File: src/rtl/utf8d_pkg.sv
package utf8d_pkg;

    localparam int unsigned BYTE_W    = 8;
    localparam int unsigned UNIT_W    = 16;
    localparam int unsigned PAYLOAD_W = 21;
    localparam int unsigned MAX_UNITS = 3;
    localparam int unsigned CNT_W     = 2;

    localparam logic [UNIT_W-1:0]    BAD_UNIT    = 16'h003F;
    localparam logic [UNIT_W-1:0]    TERM_UNIT   = 16'h0000;
    localparam logic [UNIT_W-1:0]    HI_SURR     = 16'hD800;
    localparam logic [UNIT_W-1:0]    HI_SURR_MAX = 16'hDBFF;
    localparam logic [5:0]           LO_SURR_TOP = 6'b110111;
    localparam logic [31:0]          PLANE_BASE  = 32'h0001_0000;

    localparam logic [2:0] LEN_2 = 3'd2;
    localparam logic [2:0] LEN_3 = 3'd3;
    localparam logic [2:0] LEN_4 = 3'd4;
    localparam logic [2:0] LEN_5 = 3'd5;
    localparam logic [2:0] LEN_6 = 3'd6;

    typedef struct packed {
        logic [MAX_UNITS-1:0][UNIT_W-1:0] unit;
        logic [CNT_W-1:0]                 count;
        logic                             cesu;
        logic                             fin;
    } t_bundle;

endpackage

File: src/rtl/utf8_to_utf16_decoder.sv
// A byte's units are registered; they appear from the cycle after the byte is taken.
// Throughput: one byte per cycle while each byte gives at most one unit and the
// master side is ready; a byte that gives several units holds the output register
// until all are taken, and the next byte is taken in the cycle the last is taken.
// Reset: synchronous, active low; clears the decoder state and the output valid flag.
module utf8_to_utf16_decoder (
    input  logic                           i_clk,
    input  logic                           i_rst_n,
    input  logic                           i_s_axis_tvalid,
    output logic                           o_s_axis_tready,
    // [7:0] data_byte
    input  logic [utf8d_pkg::BYTE_W-1:0]   i_s_axis_tdata,
    input  logic                           i_s_axis_tlast,
    output logic                           o_m_axis_tvalid,
    input  logic                           i_m_axis_tready,
    // [15:0] code_unit
    output logic [utf8d_pkg::UNIT_W-1:0]   o_m_axis_tdata,
    // [0] cesu_seen
    output logic                           o_m_axis_tuser,
    output logic                           o_m_axis_tlast
);
    import utf8d_pkg::*;

    t_bundle          w_bundle;
    t_bundle          r_bundle;
    logic             r_valid;
    logic [CNT_W-1:0] r_idx, n_idx;
    logic             w_accept;
    logic             w_last_unit;
    logic             w_out_take;

    assign w_last_unit     = (r_idx == r_bundle.count - 1'b1);
    assign w_out_take      = r_valid && i_m_axis_tready;
    assign o_s_axis_tready = !r_valid || (w_out_take && w_last_unit);
    assign w_accept        = i_s_axis_tvalid && o_s_axis_tready;

    utf8d_core u_core (
        .i_clk    (i_clk),
        .i_rst_n  (i_rst_n),
        .i_accept (w_accept),
        .i_byte   (i_s_axis_tdata),
        .i_fin    (i_s_axis_tlast),
        .o_bundle (w_bundle)
    );

    always_comb begin
        n_idx = r_idx;
        if (w_accept) begin
            n_idx = '0;
        end else if (w_out_take) begin
            n_idx = r_idx + 1'b1;
        end
    end

    always_ff @(posedge i_clk) begin
        if (!i_rst_n) begin
            r_valid <= 1'b0;
            r_idx   <= '0;
        end else begin
            r_idx <= n_idx;
            if (w_accept) begin
                r_valid <= (w_bundle.count != '0);
            end else if (w_out_take && w_last_unit) begin
                r_valid <= 1'b0;
            end
        end
    end

    always_ff @(posedge i_clk) begin
        if (w_accept) begin
            r_bundle <= w_bundle;
        end
    end

    assign o_m_axis_tvalid = r_valid;
    assign o_m_axis_tdata  = r_bundle.unit[r_idx];
    assign o_m_axis_tuser  = r_bundle.cesu;
    assign o_m_axis_tlast  = r_bundle.fin && w_last_unit;

endmodule

File: src/rtl/utf8d_core.sv
module utf8d_core (
    input  logic                          i_clk,
    input  logic                          i_rst_n,
    input  logic                          i_accept,
    input  logic [utf8d_pkg::BYTE_W-1:0]  i_byte,
    input  logic                          i_fin,
    output utf8d_pkg::t_bundle            o_bundle
);
    import utf8d_pkg::*;

    logic [2:0]           r_exp, n_exp;
    logic [2:0]           r_len, n_len;
    logic [PAYLOAD_W-1:0] r_gath, n_gath;
    logic                 r_skip, n_skip;
    logic                 r_cesu, n_cesu;

    always_ff @(posedge i_clk) begin
        if (!i_rst_n) begin
            r_exp  <= '0;
            r_len  <= '0;
            r_gath <= '0;
            r_skip <= 1'b0;
            r_cesu <= 1'b0;
        end else if (i_accept) begin
            r_exp  <= n_exp;
            r_len  <= n_len;
            r_gath <= n_gath;
            r_skip <= n_skip;
            r_cesu <= n_cesu;
        end
    end

    always_comb begin
        logic                 cont;
        logic                 fresh;
        logic [2:0]           e;
        logic [PAYLOAD_W-1:0] g;
        logic [31:0]          x;
        logic [CNT_W-1:0]     k;
        logic [UNIT_W-1:0]    u3;

        n_exp  = r_exp;
        n_len  = r_len;
        n_gath = r_gath;
        n_skip = r_skip;
        n_cesu = r_cesu;
        o_bundle = '0;
        k     = '0;
        fresh = 1'b0;
        cont  = (i_byte[7:6] == 2'b10);
        g     = {r_gath[PAYLOAD_W-7:0], i_byte[5:0]};
        e     = r_exp - 3'd1;
        x     = {11'b0, g} - PLANE_BASE;
        u3    = g[UNIT_W-1:0];

        if (r_exp != 3'd0) begin
            if (cont) begin
                n_gath = g;
                n_exp  = e;
                if (e == 3'd0) begin
                    case (r_len)
                        LEN_2: begin
                            o_bundle.unit[k] = {5'b0, g[10:0]};
                            k = k + 1'b1;
                        end
                        LEN_3: begin
                            if (u3 inside {[HI_SURR:HI_SURR_MAX]}) begin
                                n_cesu = 1'b1;
                            end
                            o_bundle.unit[k] = u3;
                            k = k + 1'b1;
                        end
                        LEN_4: begin
                            o_bundle.unit[k] = x[25:10] + HI_SURR;
                            k = k + 1'b1;
                            o_bundle.unit[k] = {LO_SURR_TOP, x[9:0]};
                            k = k + 1'b1;
                        end
                        default: begin
                            o_bundle.unit[k] = BAD_UNIT;
                            k = k + 1'b1;
                        end
                    endcase
                    n_exp  = '0;
                    n_len  = '0;
                    n_gath = '0;
                end else if (i_fin) begin
                    o_bundle.unit[k] = BAD_UNIT;
                    k = k + 1'b1;
                end
            end else begin
                o_bundle.unit[k] = BAD_UNIT;
                k = k + 1'b1;
                n_exp  = '0;
                n_len  = '0;
                n_gath = '0;
                n_skip = 1'b0;
                fresh  = 1'b1;
            end
        end else if (!(r_skip && cont)) begin
            n_skip = 1'b0;
            fresh  = 1'b1;
        end

        if (fresh) begin
            if (!i_byte[7]) begin
                o_bundle.unit[k] = {8'b0, i_byte};
                k = k + 1'b1;
            end else if (cont || i_byte inside {[8'hFE:8'hFF]}) begin
                o_bundle.unit[k] = BAD_UNIT;
                k = k + 1'b1;
                n_skip = 1'b1;
            end else if (i_fin) begin
                o_bundle.unit[k] = BAD_UNIT;
                k = k + 1'b1;
            end else begin
                if (i_byte inside {[8'hC0:8'hDF]}) begin
                    n_len  = LEN_2;
                    n_gath = {16'b0, i_byte[4:0]};
                end else if (i_byte inside {[8'hE0:8'hEF]}) begin
                    n_len  = LEN_3;
                    n_gath = {17'b0, i_byte[3:0]};
                end else if (i_byte inside {[8'hF0:8'hF7]}) begin
                    n_len  = LEN_4;
                    n_gath = {18'b0, i_byte[2:0]};
                end else if (i_byte inside {[8'hF8:8'hFB]}) begin
                    n_len  = LEN_5;
                    n_gath = '0;
                end else begin
                    n_len  = LEN_6;
                    n_gath = '0;
                end
                n_exp = n_len - 3'd1;
            end
        end

        o_bundle.cesu = n_cesu;
        o_bundle.fin  = i_fin;

        if (i_fin) begin
            o_bundle.unit[k] = TERM_UNIT;
            k = k + 1'b1;
            n_exp  = '0;
            n_len  = '0;
            n_gath = '0;
            n_skip = 1'b0;
            n_cesu = 1'b0;
        end

        o_bundle.count = k;
    end

endmodule

File: config.mk
export PLATFORM = sky130hd
export DESIGN_NAME = utf8_to_utf16_decoder
export DESIGN_NICKNAME = d
export VERILOG_FILES = /design/src/rtl/utf8d_pkg.sv /design/src/rtl/utf8_to_utf16_decoder.sv /design/src/rtl/utf8d_core.sv
export SDC_FILE = /design/constraint.sdc
export NUM_CORES = 1
export LEC_CHECK = 0
export BUFFER_PORTS_ARGS = -buffer_cell sky130_fd_sc_hd__clkbuf_2
export CAP_MARGIN = 25
export CORE_MARGIN = 2
export CORE_UTILIZATION = 30
export DETAILED_ROUTE_END_ITERATION = 10
export PLACE_DENSITY_LB_ADDON = 0.08
export SLEW_MARGIN = 10
export SYNTH_ARGS = -nofsm -noshare
export SYNTH_HDL_FRONTEND = slang
export SYNTH_SLANG_ARGS = --single-unit
File: constraint.sdc
create_clock -name i_clk -period 3.45 [get_ports i_clk]
set_input_delay 0 -clock i_clk [delete_from_list [all_inputs] [get_ports i_clk]]
set_output_delay 0 -clock i_clk [all_outputs]
set_load 0.1 [all_outputs]
==> impl_metrics.env, run 1 <==
export IMPL_clockBufferDepth=2
export IMPL_die_area_sq_um=13400
export IMPL_maxCapViolCount=0
export IMPL_path_max_fanout=9
export IMPL_worst_ep_required_time_ns=3.53
export IMPL_postRouteWirelength_um=10900
export IMPL_areaGrowthSynthToFinish_pct=16.8
export IMPL_min_period_ns=3.17
export IMPL_arrival_ns=3.25
export IMPL_crit_path_start_kind="flip-flop"
export IMPL_cp_cell_sequence="inv_1, ha_1, nor2b_1, o41ai_1, a21oi_2, inv_1, ha_1, a21oi_1, ha_1, nand2_1, nand2_1, nor2_1"
export IMPL_antenna_found_initial=0
export IMPL_yosysTopAreaCellShare_pct=31.3
export IMPL_placed_cells=584
export IMPL_end_kind="flip-flop"
export IMPL_port_buffers=32
export IMPL_ir_drop_uv=181
export IMPL_syn_inst=398
export IMPL_postRouteAntennaNets=0
export IMPL_tightestPinTransition_ns=0.749
export IMPL_gp_congestion=0.838
export IMPL_synth_ff_type="edfxtp_1"
export IMPL_antennaDiodeCount=0
export IMPL_hold_path_class="in -> reg"
export IMPL_htreeDepth=3
export IMPL_fin_nets=452
export IMPL_place_ws_ns=0.303
export IMPL_finalNonFillerCells=601
export IMPL_die_w_um=116
export IMPL_multi_input_area_sq_um=1880
export IMPL_maxSlewViolCount=0
export IMPL_dp_hpwl_um=7940
export IMPL_grt_pass1_wl_um=17200
export IMPL_drc=0
export IMPL_holdWs_ns=0.0522
export IMPL_hold_buffers=1
export IMPL_rsz0062_at_grt="no"
export IMPL_drive_gt1_share_pct=15.9
export IMPL_start_util_pct=30.9
export IMPL_yosysUniqueCellTypes=68
export IMPL_fp_row_count=40
export IMPL_vias_per_cell=5.16
export IMPL_setup_slack_ns=0.275
export IMPL_vias=3099
export IMPL_hold_viol=0
export IMPL_setup_viol=0
export IMPL_cts_root_buf="clkbuf_16"
export IMPL_postSynth_asyncResetShare_pct=0
export IMPL_dieHeight_um=116
export IMPL_clock_skew_ns=0.00863
export IMPL_clk_pin_slew_ns=0.06
export IMPL_relSlewSlack_pct=50.0
export IMPL_ys_seq_area_share_pct=45.1
export IMPL_p_leak_uw=0.00163
export IMPL_fill_cells=1258
export IMPL_grt_start_max_net_pins=31
export IMPL_path_common_cell="ha_1"
export IMPL_post_route_period_util_pct=92.0
export IMPL_grt_pass1_vias=2966
export IMPL_avgSynthCellArea_sq_um=9.42
export IMPL_clock_latency_ns=0.34
export IMPL_setup_worst_path_class="reg -> reg"
export IMPL_drt_iter0_drc=237
export IMPL_yosysTopAreaCell="edfxtp_1"
export IMPL_synthTopCellsByArea="edfxtp_1 31%, dfxtp_1 14%, a21oi_1 4.4%"
export IMPL_core_sq_um=12100
export IMPL_slowest_stage="o41ai_1"
export IMPL_cts_tree="yes"
export IMPL_wl_per_cell_um=18.2
export IMPL_cts_buffers=9
export IMPL_powerDensity_nw_per_um2=533
export IMPL_first_pass_iters=5
export IMPL_critPathMaxStageDelay_ns=0.41
export IMPL_cts_setup_buffers=0
export IMPL_syn_num_nets=422
export IMPL_ys_warn_count=0
export IMPL_post_cts_resized=0
export IMPL_cts_sinks=65
export IMPL_synth_edf_count=39
export IMPL_timing_fmax_mhz=315
export IMPL_ys_ff_latch=65
export IMPL_syn_cell_area_sq_um=3750
export IMPL_fin_tns_setup_ns=0
export IMPL_io_pins=33
export IMPL_grt_usage_pct=17.4
export IMPL_status="complete, no violations"
export IMPL_overflow=0
export IMPL_seqCellArea_sq_um=1690
## metrics by stage
stage	power [uW]	util, %	area (sq um)
2_1_floorplan	1320	-	3750
3_3_place_gp	1450	33.6	4080
3_5_place_dp	1440	33.6	4080
4_1_cts	2360	36.1	4380
5_1_grt	2430	36.1	4380
6_report	2330	36.1	4380
## sequential cells by signal, summed over array words and instances (netlist names)
register,count
r_idx,2
u_core.r_gath,15
u_core.r_skip,1
u_core.r_exp,3
o_m_axis_tvalid,1
u_core.r_len,3
o_m_axis_tuser,1
u_core.r_cesu,1
r_bundle,38
## cells by family (layout without fill, tap and decap cells)
logic type	count (synthesis)	after routing	synth area share, %
muxes	15	15	4.04
AOI/OAI and AO/OA	120	120	21.1
xor gates and xnor gates	9	9	2.50
buffers and inverters	37	72	4.61
adders and majority gates	11	11	3.67
DFF	65	65	45.1
and+or+nand+nor	140	140	18.8
other	1	1	0.100
## power breakdown
part / switching, uW / internal (uW)
sequential: 22.6 / 886
clock: 332 / 575
combinational: 414 / 103
total: 768 / 1560
## critical path, delay by kind of cell, from the launching register on
family	cells	cell delay, ns
buffers and inverters	2	0.18
flip-flops	1	0.37
AND/OR/NAND/NOR	4	0.73
AO/OA/AOI/OAI	3	0.85
adder cells (fa/ha/maj)	3	0.77
## synth_stat cells (2+ instances only)
cell,count
nor2_1,42
edfxtp_1,39
nand2_1,35
a21oi_1,33
o21ai_0,31
dfxtp_1,26
a22o_1,15
inv_1,14
mux2i_1,14
nand3_1,13
ha_1,11
nand2b_1,11
clkbuf_1,9
buf_2,8
nor2b_1,7
a32o_1,6
o22ai_1,6
and3_1,4
nand4_1,4
xnor2_1,4
and2_1,3
nand4b_1,3
o31ai_1,3
xor2_1,3
a21boi_0,2
a21o_1,2
a21oi_2,2
a22oi_1,2
a32oi_1,2
buf_4,2
buf_6,2
nor3_1,2
nor3b_1,2
o2111ai_1,2
## cells in the final DEF (no fill, tap or decap), types with 6 or more instances in the layout
master     netlist  final
a32o_1           6      6
o22ai_1          6      6
o21ai_0         31     31
edfxtp_1        39     39
mux2i_1         14     14
clkbuf_2         0     32
ha_1            11     11
nor2b_1          7      7
nor2_1          42     42
nand3_1         13     13
nand2_1         35     35
dfxtp_1         26     26
inv_1           14     14
nand2b_1        11     11
a22o_1          15     15
buf_4            2      7
a21oi_1         33     33
clkbuf_16        0      9
## final timing paths
kind | slack, ns | startpoint | endpoint | cells after the start
worst max-delay path | 0.28 | u_core.r_exp[0] | r_bundle[17] | 12
worst max register to register | 0.28 | u_core.r_exp[0] | r_bundle[17] | 12
worst min-delay path | 0.05 | i_m_axis_tready | r_idx[0] | 4
worst min register to register | 0.47 | u_core.r_cesu | u_core.r_cesu | 2
## area by class of cell
cell class | instances | area share (%)
tap | 168 | 4.80
sequential | 65 | 38.7
clock inverter | 4 | 1.03
timing repair buffer | 41 | 5.55
clock buffer | 12 | 5.63
inverter | 15 | 1.32
multi-input combinational | 296 | 43.0
## metal layers
metal / up-vias / GRT usage [%] / wire (um) / share of wire [%]
met5: - / 0 / 0 / 0
met4: 0 / 5.79 / 150 / 1.4
met3: 12 / 3.92 / 440 / 4.0
met2: 78 / 25.5 / 4860 / 44
met1: 1492 / 25.3 / 5490 / 50
li1: 1517 / - / - / -
(Power assumes the default switching activity.)
==> run 2: changes to the inputs <==
--- a/config.mk
+++ b/config.mk
@@ -8,7 +8,7 @@
 export BUFFER_PORTS_ARGS = -buffer_cell sky130_fd_sc_hd__clkbuf_2
 export CAP_MARGIN = 25
 export CORE_MARGIN = 2
-export CORE_UTILIZATION = 30
+export CORE_UTILIZATION = 45
 export DETAILED_ROUTE_END_ITERATION = 10
 export PLACE_DENSITY_LB_ADDON = 0.08
 export SLEW_MARGIN = 10
==> impl_metrics.env, run 2 (synthesis gave the netlist of run 1 again) <==
export IMPL_powerDensity_nw_per_um2=487
export IMPL_largest_reg_flops=38
export IMPL_postRouteWirelength_um=9690
export IMPL_cts_buffers=9
export IMPL_hold_viol=0
export IMPL_top_regs="r_bundle x38, u_core.r_gath x15"
export IMPL_arrival_ns=3.23
export IMPL_end_kind="flip-flop"
export IMPL_pwr_share_comb_pct=25.1
export IMPL_antenna_found_initial=0
export IMPL_ir_drop_uv=188
export IMPL_areaGrowthSynthToFinish_pct=11.1
export IMPL_overflow=0
export IMPL_gp_congestion=0.870
export IMPL_maxSlewViolCount=0
export IMPL_grt_pass1_wl_um=15400
export IMPL_clockPowerShare_pct=30.1
export IMPL_p_leak_uw=0.00156
export IMPL_drt_iter0_drc=166
export IMPL_grt_pass1_vias=2815
export IMPL_cts_tree="yes"
export IMPL_path_max_fanout=9
export IMPL_tightestPinTransition_ns=0.763
export IMPL_core_sq_um=8130
export IMPL_intPower_uw=1310
export IMPL_vias=3062
export IMPL_min_period_ns=3.14
export IMPL_worst_ep_required_time_ns=3.54
export IMPL_status="complete, no violations"
export IMPL_final_common_cell="nor2_1"
export IMPL_grt_usage_pct=23.0
export IMPL_vias_per_cell=5.73
export IMPL_drc=0
export IMPL_grt_start_max_net_pins=29
export IMPL_drive_gt1_share_pct=15.4
export IMPL_mostFrequentLayoutCells="42 x nor2_1, 39 x edfxtp_1, 34 x nand2_1"
export IMPL_fp_row_count=33
export IMPL_postRouteAntennaNets=0
export IMPL_dieHeight_um=95.3
export IMPL_hold_path_class="in -> reg"
export IMPL_fin_nets=448
export IMPL_start_util_pct=46.1
export IMPL_cts_sinks=65
export IMPL_relSlewSlack_pct=49.1
export IMPL_cts_root_buf="clkbuf_8"
export IMPL_wl_per_cell_um=18.1
export IMPL_setup_worst_path_class="reg -> reg"
export IMPL_rsz0062_at_grt="no"
export IMPL_placed_cell_area_sq_um=3970
export IMPL_dp_hpwl_um=6900
export IMPL_p_sw_uw=720
export IMPL_p_seq_share_pct=44.8
export IMPL_post_route_period_util_pct=91.0
export IMPL_maxCapViolCount=0
export IMPL_final_area_sq_um=4160
export IMPL_regMostFlops="r_bundle"
export IMPL_first_pass_iters=6
export IMPL_crit_path_start_kind="flip-flop"
export IMPL_antennaDiodeCount=0
export IMPL_timing_fmax_mhz=319
export IMPL_clockBufferDepth=2
export IMPL_htreeDepth=3
export IMPL_swShare_pct=35.5
export IMPL_die_w_um=95.3
export IMPL_die_area_sq_um=9070
export IMPL_clk_pin_slew_ns=0.07
export IMPL_clock_skew_ns=0.0116
export IMPL_port_buffers=32
export IMPL_fin_tns_setup_ns=0
export IMPL_fill_cells=804
export IMPL_clock_latency_ns=0.35
export IMPL_cts_setup_buffers=0
export IMPL_io_pins=33
export IMPL_setup_viol=0
[run 2: what timing repair did]
item | 4_1_cts | 5_1_grt
hold buffers | 1 | 0
endpoints found under the setup margin | 0 | 3
resized for setup | 0 | 1
hold endpoints to repair | 1 | 0
[run 2: layer usage]
layer  track usage [%]  up-vias  routed length [um]
li1                  -     1513                   -
met1              32.3     1408                4540
met2              33.9      119                4210
met3              5.77       22                 689
met4              8.82        0                 247
met5                 0        -                   0
[run 2: final timing paths]
path              startpoint            end  slack, ns  cells after the start
max reg2reg  u_core.r_exp[0]   r_bundle[14]       0.31                     11
min          i_m_axis_tready       r_idx[0]       0.03                      4
max          u_core.r_exp[0]   r_bundle[14]       0.31                     11
min reg2reg    u_core.r_cesu  u_core.r_cesu       0.47                      2
[run 2: final cells by class]
cell class | count | area, sq um | share of cell area [%]
repair buffers | 37 | 213 | 5.11
well taps | 105 | 131 | 3.16
multi-input cells | 296 | 1890 | 45.3
inverters | 15 | 57.6 | 1.38
flip-flops and latches | 65 | 1690 | 40.6
clock inverters | 3 | 15.0 | 0.361
clock buffers | 13 | 170 | 4.09
[run 2: power by group through the flow]
stage | Sequential (uW) | Clock [uW] | Combinational (uW)
6_report | 907 | 610 | 508
5_1_grt | 913 | 651 | 539
4_1_cts | 908 | 619 | 508
3_5_place_dp | 925 | 0 | 505
3_3_place_gp | 924 | 0 | 507
2_1_floorplan | 935 | 0 | 388
[run 2: stage by stage]
step	worst slack [ns]	instances	utilization, %	hold slack (ns)	power (uW)
2_1_floorplan	0.455	398	-	0.0989	1320
3_3_place_gp	0.355	517	48.8	0.329	1430
3_5_place_dp	0.338	517	48.8	0.325	1430
4_1_cts	0.282	534	51.2	0.0140	2030
5_1_grt	0.0288	534	51.2	0.0518	2100
6_report	0.312	534	51.2	0.0286	2030
[run 2: critical path, cell delays in order, from the launching register on]
cell,delay (ns)
dfxtp_1,0.38
inv_1,0.08
ha_1,0.30
or3_1,0.39
a21oi_2,0.32
nand2_2,0.14
ha_1,0.33
a21oi_1,0.26
ha_1,0.23
nand2_1,0.15
nand2_2,0.22
nor2_1,0.08
